`config.mk`:
```
export PLATFORM = sky130hd
export DESIGN_NAME = json_string_escaper
export DESIGN_NICKNAME = d
export VERILOG_FILES = /design/src/hdl/jse_pkg.sv /design/src/hdl/json_string_escaper.sv /design/src/hdl/jse_expand.sv
export SDC_FILE = /design/constraint.sdc
export NUM_CORES = 1
export LEC_CHECK = 0
export ABC_AREA = 0
export BUFFER_PORTS_ARGS = -buffer_cell sky130_fd_sc_hd__clkbuf_2
export CORE_MARGIN = 1
export CORE_UTILIZATION = 50
export CTS_CLUSTER_DIAMETER = 80
export DETAILED_ROUTE_END_ITERATION = 8
export PLACE_DENSITY_LB_ADDON = 0.05
export SYNTH_ARGS = -nofsm -noshare
export SYNTH_HDL_FRONTEND = slang
export SYNTH_SLANG_ARGS = --single-unit
```
`constraint.sdc`:
```
create_clock -name clk -period 2.9 [get_ports clk]
set_input_delay 0.58 -clock clk [delete_from_list [all_inputs] [get_ports clk]]
set_output_delay 0.58 -clock clk [all_outputs]
set_load 0.03 [all_outputs]
```
`src/hdl/jse_pkg.sv`:
```
`default_nettype none
package jse_pkg;

  localparam int unsigned ByteW = 8;
  localparam int unsigned IdxW  = 3;  // runs are up to six beats long

  localparam logic [ByteW-1:0] ChBslash = 8'h5c;
  localparam logic [ByteW-1:0] ChQuote  = 8'h22;
  localparam logic [ByteW-1:0] ChLt     = 8'h3c;
  localparam logic [ByteW-1:0] ChGt     = 8'h3e;
  localparam logic [ByteW-1:0] ChAmp    = 8'h26;
  localparam logic [ByteW-1:0] ChNl     = 8'h0a;
  localparam logic [ByteW-1:0] ChCr     = 8'h0d;
  localparam logic [ByteW-1:0] ChTab    = 8'h09;
  localparam logic [ByteW-1:0] ChBs     = 8'h08;
  localparam logic [ByteW-1:0] ChFf     = 8'h0c;
  localparam logic [ByteW-1:0] ChLowU   = 8'h75;
  localparam logic [ByteW-1:0] ChZero   = 8'h30;
  localparam logic [ByteW-1:0] CtrlLimit = 8'h20;

  typedef enum logic [1:0] {
    KIND_PLAIN,
    KIND_PAIR,
    KIND_UNI
  } kind_t;

  // one output beat of a run
  typedef struct packed {
    logic [ByteW-1:0] data;
    logic             last;
  } beat_t;

  function automatic logic [ByteW-1:0] hex_digit(input logic [3:0] nib);
    logic [ByteW-1:0] res;
    if (nib < 4'd10) begin
      res = 8'h30 + {4'd0, nib};
    end else begin
      res = 8'h57 + {4'd0, nib};  // 'a' - 10
    end
    return res;
  endfunction

endpackage
`default_nettype wire

```
`src/hdl/json_string_escaper.sv`:
```
// JSON string escaper, HTML-safe flavor.
// in_*: one raw string byte per beat on in_tdata.
// out_*: the escaped text, one byte per beat on out_tdata; out_tlast marks
//   the final byte of the run that belongs to one input byte.
// Runs are 1 byte (plain), 2 bytes (backslash pair) or 6 bytes (\u00xx).
// Path: an input byte is held in the byte register, then each beat of its
//   run passes through the output register.
// Throughput: one output beat per cycle while out_tready is high; an input
//   byte holds the byte register until the last beat of its run moves,
//   so plain bytes stream at one per cycle while out_tready is high.
// A new input byte is taken in the same cycle the last beat of the
//   previous run moves into the output register.
// Reset empties both registers; no output beat is pending afterwards.
// When out_tready is low the output beat holds and, once the byte
//   register is busy, in_tready drops.
`default_nettype none
module json_string_escaper (
  input  wire logic       clk,
  input  wire logic       rst_n,
  input  wire logic       in_tvalid,
  output logic            in_tready,
  input  wire logic [7:0] in_tdata,   // [7:0] in_byte
  output logic            out_tvalid,
  input  wire logic       out_tready,
  output logic [7:0]      out_tdata,  // [7:0] out_byte
  output logic            out_tlast   // last_of_run
);

  logic                        cur_vld_r;
  logic [jse_pkg::ByteW-1:0]   cur_byte_r;
  logic [jse_pkg::IdxW-1:0]    cur_idx_r;
  logic                        out_vld_r;
  logic [jse_pkg::ByteW-1:0]   out_data_r;
  logic                        out_last_r;
  jse_pkg::beat_t              beat;
  logic                        move;

  jse_expand u_expand (
    .raw  (cur_byte_r),
    .idx  (cur_idx_r),
    .beat (beat)
  );

  assign move      = cur_vld_r && (!out_vld_r || out_tready);
  assign in_tready = !cur_vld_r || (move && beat.last);

  always_ff @(posedge clk) begin
    if (!rst_n) begin
      cur_vld_r <= 1'b0;
      cur_idx_r <= '0;
      out_vld_r <= 1'b0;
    end else begin
      if (in_tvalid && in_tready) begin
        cur_vld_r  <= 1'b1;
        cur_byte_r <= in_tdata;
        cur_idx_r  <= '0;
      end else if (move) begin
        if (beat.last) begin
          cur_vld_r <= 1'b0;
        end
        cur_idx_r <= cur_idx_r + 3'd1;
      end
      if (move) begin
        out_vld_r  <= 1'b1;
        out_data_r <= beat.data;
        out_last_r <= beat.last;
      end else if (out_tready) begin
        out_vld_r <= 1'b0;
      end
    end
  end

  assign out_tvalid = out_vld_r;
  assign out_tdata  = out_data_r;
  assign out_tlast  = out_last_r;

endmodule
`default_nettype wire

```
`src/hdl/jse_expand.sv`:
```
`default_nettype none
// Gives beat number idx of the escaped run for one raw byte.
module jse_expand (
  input  wire logic [jse_pkg::ByteW-1:0] raw,
  input  wire logic [jse_pkg::IdxW-1:0]  idx,
  output jse_pkg::beat_t                 beat
);

  jse_pkg::kind_t            kind;
  logic [jse_pkg::ByteW-1:0] second;

  always_comb begin
    kind   = jse_pkg::KIND_PLAIN;
    second = raw;
    case (raw)
      jse_pkg::ChQuote:  kind = jse_pkg::KIND_PAIR;
      jse_pkg::ChBslash: kind = jse_pkg::KIND_PAIR;
      jse_pkg::ChNl: begin
        kind   = jse_pkg::KIND_PAIR;
        second = 8'h6e;  // n
      end
      jse_pkg::ChCr: begin
        kind   = jse_pkg::KIND_PAIR;
        second = 8'h72;  // r
      end
      jse_pkg::ChTab: begin
        kind   = jse_pkg::KIND_PAIR;
        second = 8'h74;  // t
      end
      jse_pkg::ChBs: begin
        kind   = jse_pkg::KIND_PAIR;
        second = 8'h62;  // b
      end
      jse_pkg::ChFf: begin
        kind   = jse_pkg::KIND_PAIR;
        second = 8'h66;  // f
      end
      jse_pkg::ChLt:  kind = jse_pkg::KIND_UNI;
      jse_pkg::ChGt:  kind = jse_pkg::KIND_UNI;
      jse_pkg::ChAmp: kind = jse_pkg::KIND_UNI;
      default: begin
        if (raw < jse_pkg::CtrlLimit) begin
          kind = jse_pkg::KIND_UNI;
        end
      end
    endcase
  end

  always_comb begin
    beat.data = raw;
    beat.last = 1'b1;
    case (kind)
      jse_pkg::KIND_PAIR: begin
        beat.data = (idx == 3'd0) ? jse_pkg::ChBslash : second;
        beat.last = (idx == 3'd1);
      end
      jse_pkg::KIND_UNI: begin
        case (idx)
          3'd0:    beat.data = jse_pkg::ChBslash;
          3'd1:    beat.data = jse_pkg::ChLowU;
          3'd2:    beat.data = jse_pkg::ChZero;
          3'd3:    beat.data = jse_pkg::ChZero;
          3'd4:    beat.data = jse_pkg::hex_digit(raw[7:4]);
          default: beat.data = jse_pkg::hex_digit(raw[3:0]);
        endcase
        beat.last = (idx == 3'd5);
      end
      default: begin
        beat.data = raw;
        beat.last = 1'b1;
      end
    endcase
  end

endmodule
`default_nettype wire
```
# Word-level counts from Yosys, hierarchy flattened
# Index checks and enable logic that the tools add are counted.
# word_totals
reg_bits	22
input_bits	12
out_inout_bits	11
elab_cells	63
# classes
n_addsub	5
order_cmp	3
n_eq_ne	17
n_mux	13
bitwise	1
reduce_logical	18
# op_table
cell	n
$eq A8 B4 Y1 const B	5
$pmux W8 S5	1
$eq A8 B6 Y1 const B	4
$pmux W8 S4	1
$mux W8	3
$pmux W9 S2	1
$add A7 B4 Y8 const A	2
$add A6 B4 Y7 const A	2
$eq A8 B7 Y1 const B	1
$lt A4 B4 Y1 const B	2
$lt A8 B6 Y1 const B	1
$reduce_or A7 Y1	1
$eq A3 B2 Y1 const B	2
$eq A3 B3 Y1 const B	2
$reduce_and A2 Y1	3
$reduce_bool A2 Y1	3
$mux W1	5
$pmux W2 S2	1
$reduce_or A2 Y1	2
$add A3 B1 Y3 const B	1
$eq A3 B1 Y1 const B	1
$logic_and A1 B1 Y1	3
$logic_not A3 Y1	1
$reduce_or A3 Y1	1
6 further kinds	8

# Logic depth before layout (Yosys ltp)
# depth
depth_word	10
ltp_mapped	12
mapped_depth_nobuf	11

# Cells and area by module
# Synthesis repeated with hierarchy kept, for this count alone.
# hier_totals
cells_unflattened	161
hier_area_um2	1609.0
# by_module_without_submodules
module	instances	cells_per_inst	area_each_um2	seq_area_each_um2
jse_expand	1	117	857.1	0.0
json_string_escaper	1	44	752.0	610.6

# Worst setup path after synthesis
# Ideal clock, no wire load.
# synth_path
path_type	register to register
from	register cur_byte_r[5] (netlist bit)
to	register cur_byte_r[0] (netlist bit), enable pin
setup_time_ns	0.332
arrival_time_ns	2.918
required_time_ns	2.568
setup_slack_ns	-0.350
path_stages_with_launch	13
path_buffers	1
synth_period_minus_slack_ns	3.250
path_cell_list	edfxtp_1 > inv_1 > ha_1 > and4bb_2 > o31a_1 > nor2_1 > a32oi_1 > ha_1 > clkbuf_1 > mux2_4 > a21oi_2 > o21ai_2 > and3_1
# synth_between
elab_chain_cells	9
elab_cells_between_ends	22
classes_between	order compare (1); eq/ne (12); mux (3); reduce/logical (6)
# synth_lines
element	line_no	rtl
start: declaration	json_string_escaper.sv:30	logic [jse_pkg::ByteW-1:0] cur_byte_r;
start signal: assignment	json_string_escaper.sv:55	cur_byte_r <= in_tdata;
$lt A8 B6 Y1, or another cell as far along	jse_expand.sv:42	if (raw < jse_pkg::CtrlLimit) begin
$mux W2, or another cell as far along	jse_expand.sv:42	
$pmux W2 S2 *	jse_expand.sv:15	case (raw)
$eq A2 B2 Y1 or $eq A2 B1 Y1 (tied branches)	jse_expand.sv:52	case (kind)
$pmux W9 S2 *	jse_expand.sv:52	
$logic_and A1 B1 Y1 *	json_string_escaper.sv:45	assign in_tready = !cur_vld_r || (move && beat.last);
$logic_or A1 B1 Y1 *	json_string_escaper.sv:45	
net in_tready	json_string_escaper.sv:21	output logic in_tready,
$logic_and A1 B1 Y1 *	json_string_escaper.sv:53	if (in_tvalid && in_tready) begin
$reduce_and A2 Y1 (no line) *	--	
# Mark *: on every way through the listed nets, which the timed path passes. The rest lies on a longest branch.
# A chain may end at the register's enable or synchronous reset.

# Worst setup path after layout
# layout_path
from	register cur_byte_r[5] (netlist bit)
to	output port in_tready
# layout_between
elab_chain_cells	7
elab_cells_between_ends	20
classes_between	order compare (1); eq/ne (12); mux (3); reduce/logical (4)
# layout_lines
element	line_no
$lt A8 B6 Y1, or another cell as far along	jse_expand.sv:42
$mux W2, or another cell as far along	jse_expand.sv:42
$pmux W2 S2 *	jse_expand.sv:15
$eq A2 B2 Y1 or $eq A2 B1 Y1 (tied branches)	jse_expand.sv:52
$pmux W9 S2 *	jse_expand.sv:52
$logic_and A1 B1 Y1 *	json_string_escaper.sv:45
$logic_or A1 B1 Y1 *	json_string_escaper.sv:45
end: declaration	json_string_escaper.sv:21
# Every way passes the cells marked *; elsewhere a longest branch is shown, timed or not.

==> impl_summary.txt <==
----------------------------------------------------
[Outcome]
  Outcome ... finished with violations
  Failing checks ... setup timing

[Setup path]
  Gate family responsible for the most delay along the worst path ... compound AO/OA/AOI/OAI gates
  Worst path max stage delay ... roughly 0.43 ns
  Sum of buffers and inverters on the critical path ... 2
  Kind of launch point of the worst setup path ... flop
  CP endpoint kind ... primary output
  Arrival time of data at the critical path endpoint ... between 2 and 3 ns
  Worst reg2reg startpoint ... cur_byte_r[5]$_DFFE_PP_
  Maximum fanout along the worst path ... 4
  Crit path cell chain ... inv_2 -> ha_4 -> and4bb_2 -> o31a_1 -> nor2_4 -> a32o_1 -> ha_2 -> mux2_4 -> a21oi_4 -> o21ai_4 -> buf_8
  Worst reg-to-reg setup slack ... 0.09 ns
  Type of the setup path with the least slack ... reg2out
  Worst reg2reg path endpoint ... out_tdata[2]$_DFFE_PP_
  Crit path max-delay cell type ... sky130_fd_sc_hd__edfxtp_1
  Crit. path cell count ... 11
  Required time worst endpoint ... 2.32 ns
  Worst-case reg-to-reg path depth ... 11
  Endpoint of the worst setup timing path ... in_tready
  Critical Path Start ... cur_byte_r[5]$_DFFE_PP_

[Final layout]
  Antenna Diode Count ... 0
  Nets ... 249
  Leading cell types in the layout, fill and taps excluded ... sky130_fd_sc_hd__buf_4 (39), sky130_fd_sc_hd__clkbuf_2 (21), sky130_fd_sc_hd__edfxtp_1 (17)
  Core occupancy in the finished layout ... 71.3%
  Filler instances ... 220
  Most common cell after layout, fill and taps aside ... sky130_fd_sc_hd__buf_4
  Layout cell share with drive strength beyond 1 ... 37.4%
  P&R area growth vs syn ... 35.9%

[Synthesis]
  Main synth FF type ... sky130_fd_sc_hd__edfxtp_1
  Share of flip-flops with an asynchronous set or reset after synthesis ... 0%
  Sequential cell area fraction in the yosys report ... 38.5%
  Adder and majority gate portion of the synthesized area ... between 10% and 20%
  XOR/XNOR share of the synthesized area ... around 2.2%
  Yosys warning count ... 0
  Distinct cells, synth ... 49
  Count of flip-flops with a built-in enable after synthesis ... 17
  Total nets after synthesis ... between 150 and 200
  Simple-gate area share of the yosys netlist ... 17.2%
  Multiplexer share of the synthesized area ... 1.58%
  Netlist area before placement ... 0.00159 mm²
  Dominant combinational cell family by area after synthesis ... compound AO/OA/AOI/OAI gates
  Synthesized flop and latch total ... 22
  Cell count after synthesis ... 165
  Average cell area after synthesis ... 9.62 µm²
  Complex-gate fraction of the synthesized area ... a little under a quarter

[Clocking]
  TritonCTS clock tree ... yes
  Source-to-sink clock delay at the later pin of the worst-skew pair ... between 0.3 and 0.4 ns
  Maximum number of buffers from clock root to sink ... 2
  Buffer type at the clock tree root ... sky130_fd_sc_hd__clkbuf_4
  Number of buffers inserted during clock tree synthesis ... 3
  CTS Sinks ... 22
  H-tree depth reported by CTS ... 1
  Clock Pin Slew Worst Setup and Hold Paths ... approximately 0.11 ns

[Power]
  Combinational group share of total power ... 19.6%
  Leakage dissipation ... about 0.92 nW
  Fraction of power spent switching nets ... 24.9%
  Largest voltage drop on the vdd net ... 0.280 mV
  Total power ... approximately 0.75 mW
  Net switching power ... roughly 0.19 mW
  Cell internal power dissipation ... 0.560 mW
  Power density over the cells ... 345 mW/mm²
  Clock group share of total power ... between 30% and 40%
  Share of power burned in registers ... around half

[Timing]
  PnR worst setup slack ... -0.283 ns
  Clock skew ... 0.0216 ns
  Min cycle time layout ... 3.18 ns
  Worst slew margin ... between 50% and 60%
  Worst hold slack across all endpoints ... 0.440 ns
  Hold Violations, Final ... 0
  Sum Neg Setup Slack ... -0.283 ns
  Unrepaired setup endpoints after global routing ... yes
  Setup-violating endpoint count in the final report ... 1
  Max-slew violation count ... 0
  Worst-margin pin slew ... 0.721 ns
  Max Clock Freq ... 314 MHz
  Share of the clock period used by the worst path after layout ... 110%

[Detailed routing]
  Total Routed Length ... 4060 µm
  Remaining antenna violation count after routing ... 0
  Initial DRC Count ... 70
  1st-pass router iterations ... 4
  Routed wire length per instance ... roughly 15 µm
  Vias per cell ... around 5.7
  Via count of the routed design ... 1503
  Number of remaining DRC errors ... 0

[Placement]
  Dpl hpwl ... roughly 3000 µm
  IO Port Bufs ... 22
  Setup slack at placement ... -0.0541 ns
  Routability congestion estimate from global placement ... roughly 0.9

[Die]
  Starting density of the core ... 52.4%
  Die X-Extent ... about 58 µm
  Core region area ... 0.00303 mm²
  Rows ... 20
  Ports ... 23
  Height of the chip ... 58.4 µm
  Area enclosed by the die boundary ... around 0.0034 mm²

[Min path]
  Worst min-delay path class ... in2reg
  Hold path start ... in_tdata[6]

[Global routing]
  Total track usage ... 24.7%
  Global-route wire length before repair ... ~6300 µm
  Gr ovfl total ... 0
  Number of global-route vias before repair ... approximately 1400
  Largest net degree at the start of global routing ... 14
  Antenna violations before repair ... 0

[Job]
  Max-cap violations ... 0

----------------------------------------------------
-- power by group through the flow --
stage                     clock network (mW)  logic [mW]  registers, mW
after floorplan                            0      0.0683          0.377
after global placement                     0       0.124          0.368
after detailed placement                   0       0.126          0.369
after CTS                              0.238       0.133          0.362
after global routing                   0.243       0.159          0.364
final                                  0.237       0.146          0.362
-- worst min-delay path by stage --
stage,end,cells past startpoint
after CTS,cur_byte_r[6]$_DFFE_PP_,1
after floorplan,cur_idx_r[1]$_SDFFE_PP0P_,2
final,cur_byte_r[6]$_DFFE_PP_,1
after global routing,cur_byte_r[7]$_DFFE_PP_,1
after global placement,cur_idx_r[1]$_SDFFE_PP0P_,2
after detailed placement,cur_idx_r[1]$_SDFFE_PP0P_,2
-- cell families (layout without fill, tap and decap cells) --
logic type | after synthesis | after routing
flops | 22 | 22
compound gates | 53 | 53
mux | 2 | 2
buf+inv | 21 | 78
xor+xnor | 4 | 4
fa+ha+maj | 14 | 14
simple gates | 49 | 49
-- routing by layer --
layer / track usage, % / routed length (µm) / vias up
met5: 0 / 0 / -
met4: 11.9 / 180 / 0
met3: 3.30 / 215 / 16
met2: 40.1 / 1850 / 64
met1: 32.8 / 1820 / 688
li1: - / - / 735
-- through the flow --
stage               cells  area [µm²]
floorplan             165        1610
finish                266        2160
detailed placement    250        1930
CTS                   260        2050
global placement      250        1930
global route          266        2160
-- worst register-to-register path: cells and delay by family (launching register included) --
family	cells	cell delay [ns]
flip-flops	1	0.43
buffers and inverters	2	0.27
AND/OR/NAND/NOR	5	1.13
adder cells (fa/ha/maj)	2	0.30
AO/OA/AOI/OAI	2	0.45
-- cells in the mapped netlist (all sizes together), types with 4 or more instances --
cell type,number,area [µm²]
buf,6,36.3
xnor2,4,35.0
nor2,8,30.0
inv,13,48.8
and3,4,25.0
nand3,5,25.0
nor2b,5,31.3
ha,14,175
edfxtp,17,510
nand2,11,41.3
a21oi,14,73.8
a211oi,5,37.5
dfxtp,5,100
o21ai,6,33.8
-- sequential cells by signal (all words and copies together), names as in the netlist --
signal and cells:
cur_byte_r 8, out_tdata 8, cur_vld_r 1, out_tvalid 1, cur_idx_r 3, out_tlast 1
-- cell type report --
class | instances | area (µm²) | area share [%]
multi-input cells | 122 | 978 | 45.3
flip-flops and latches | 22 | 611 | 28.3
repair buffers | 61 | 413 | 19.1
well taps | 44 | 55.1 | 2.55
inverters | 13 | 48.8 | 2.26
clock inverters | 1 | 30.0 | 1.39
clock buffers | 3 | 22.5 | 1.04
-- repair_timing --
item	in CTS	in global routing
gates cloned	0	0
buffers inserted	6	6
setup endpoints to repair	2	2
gates resized for setup	9	10
hold buffers	0	0
pin swaps	3	5
Note: power is estimated with default switching activity, not from simulation.
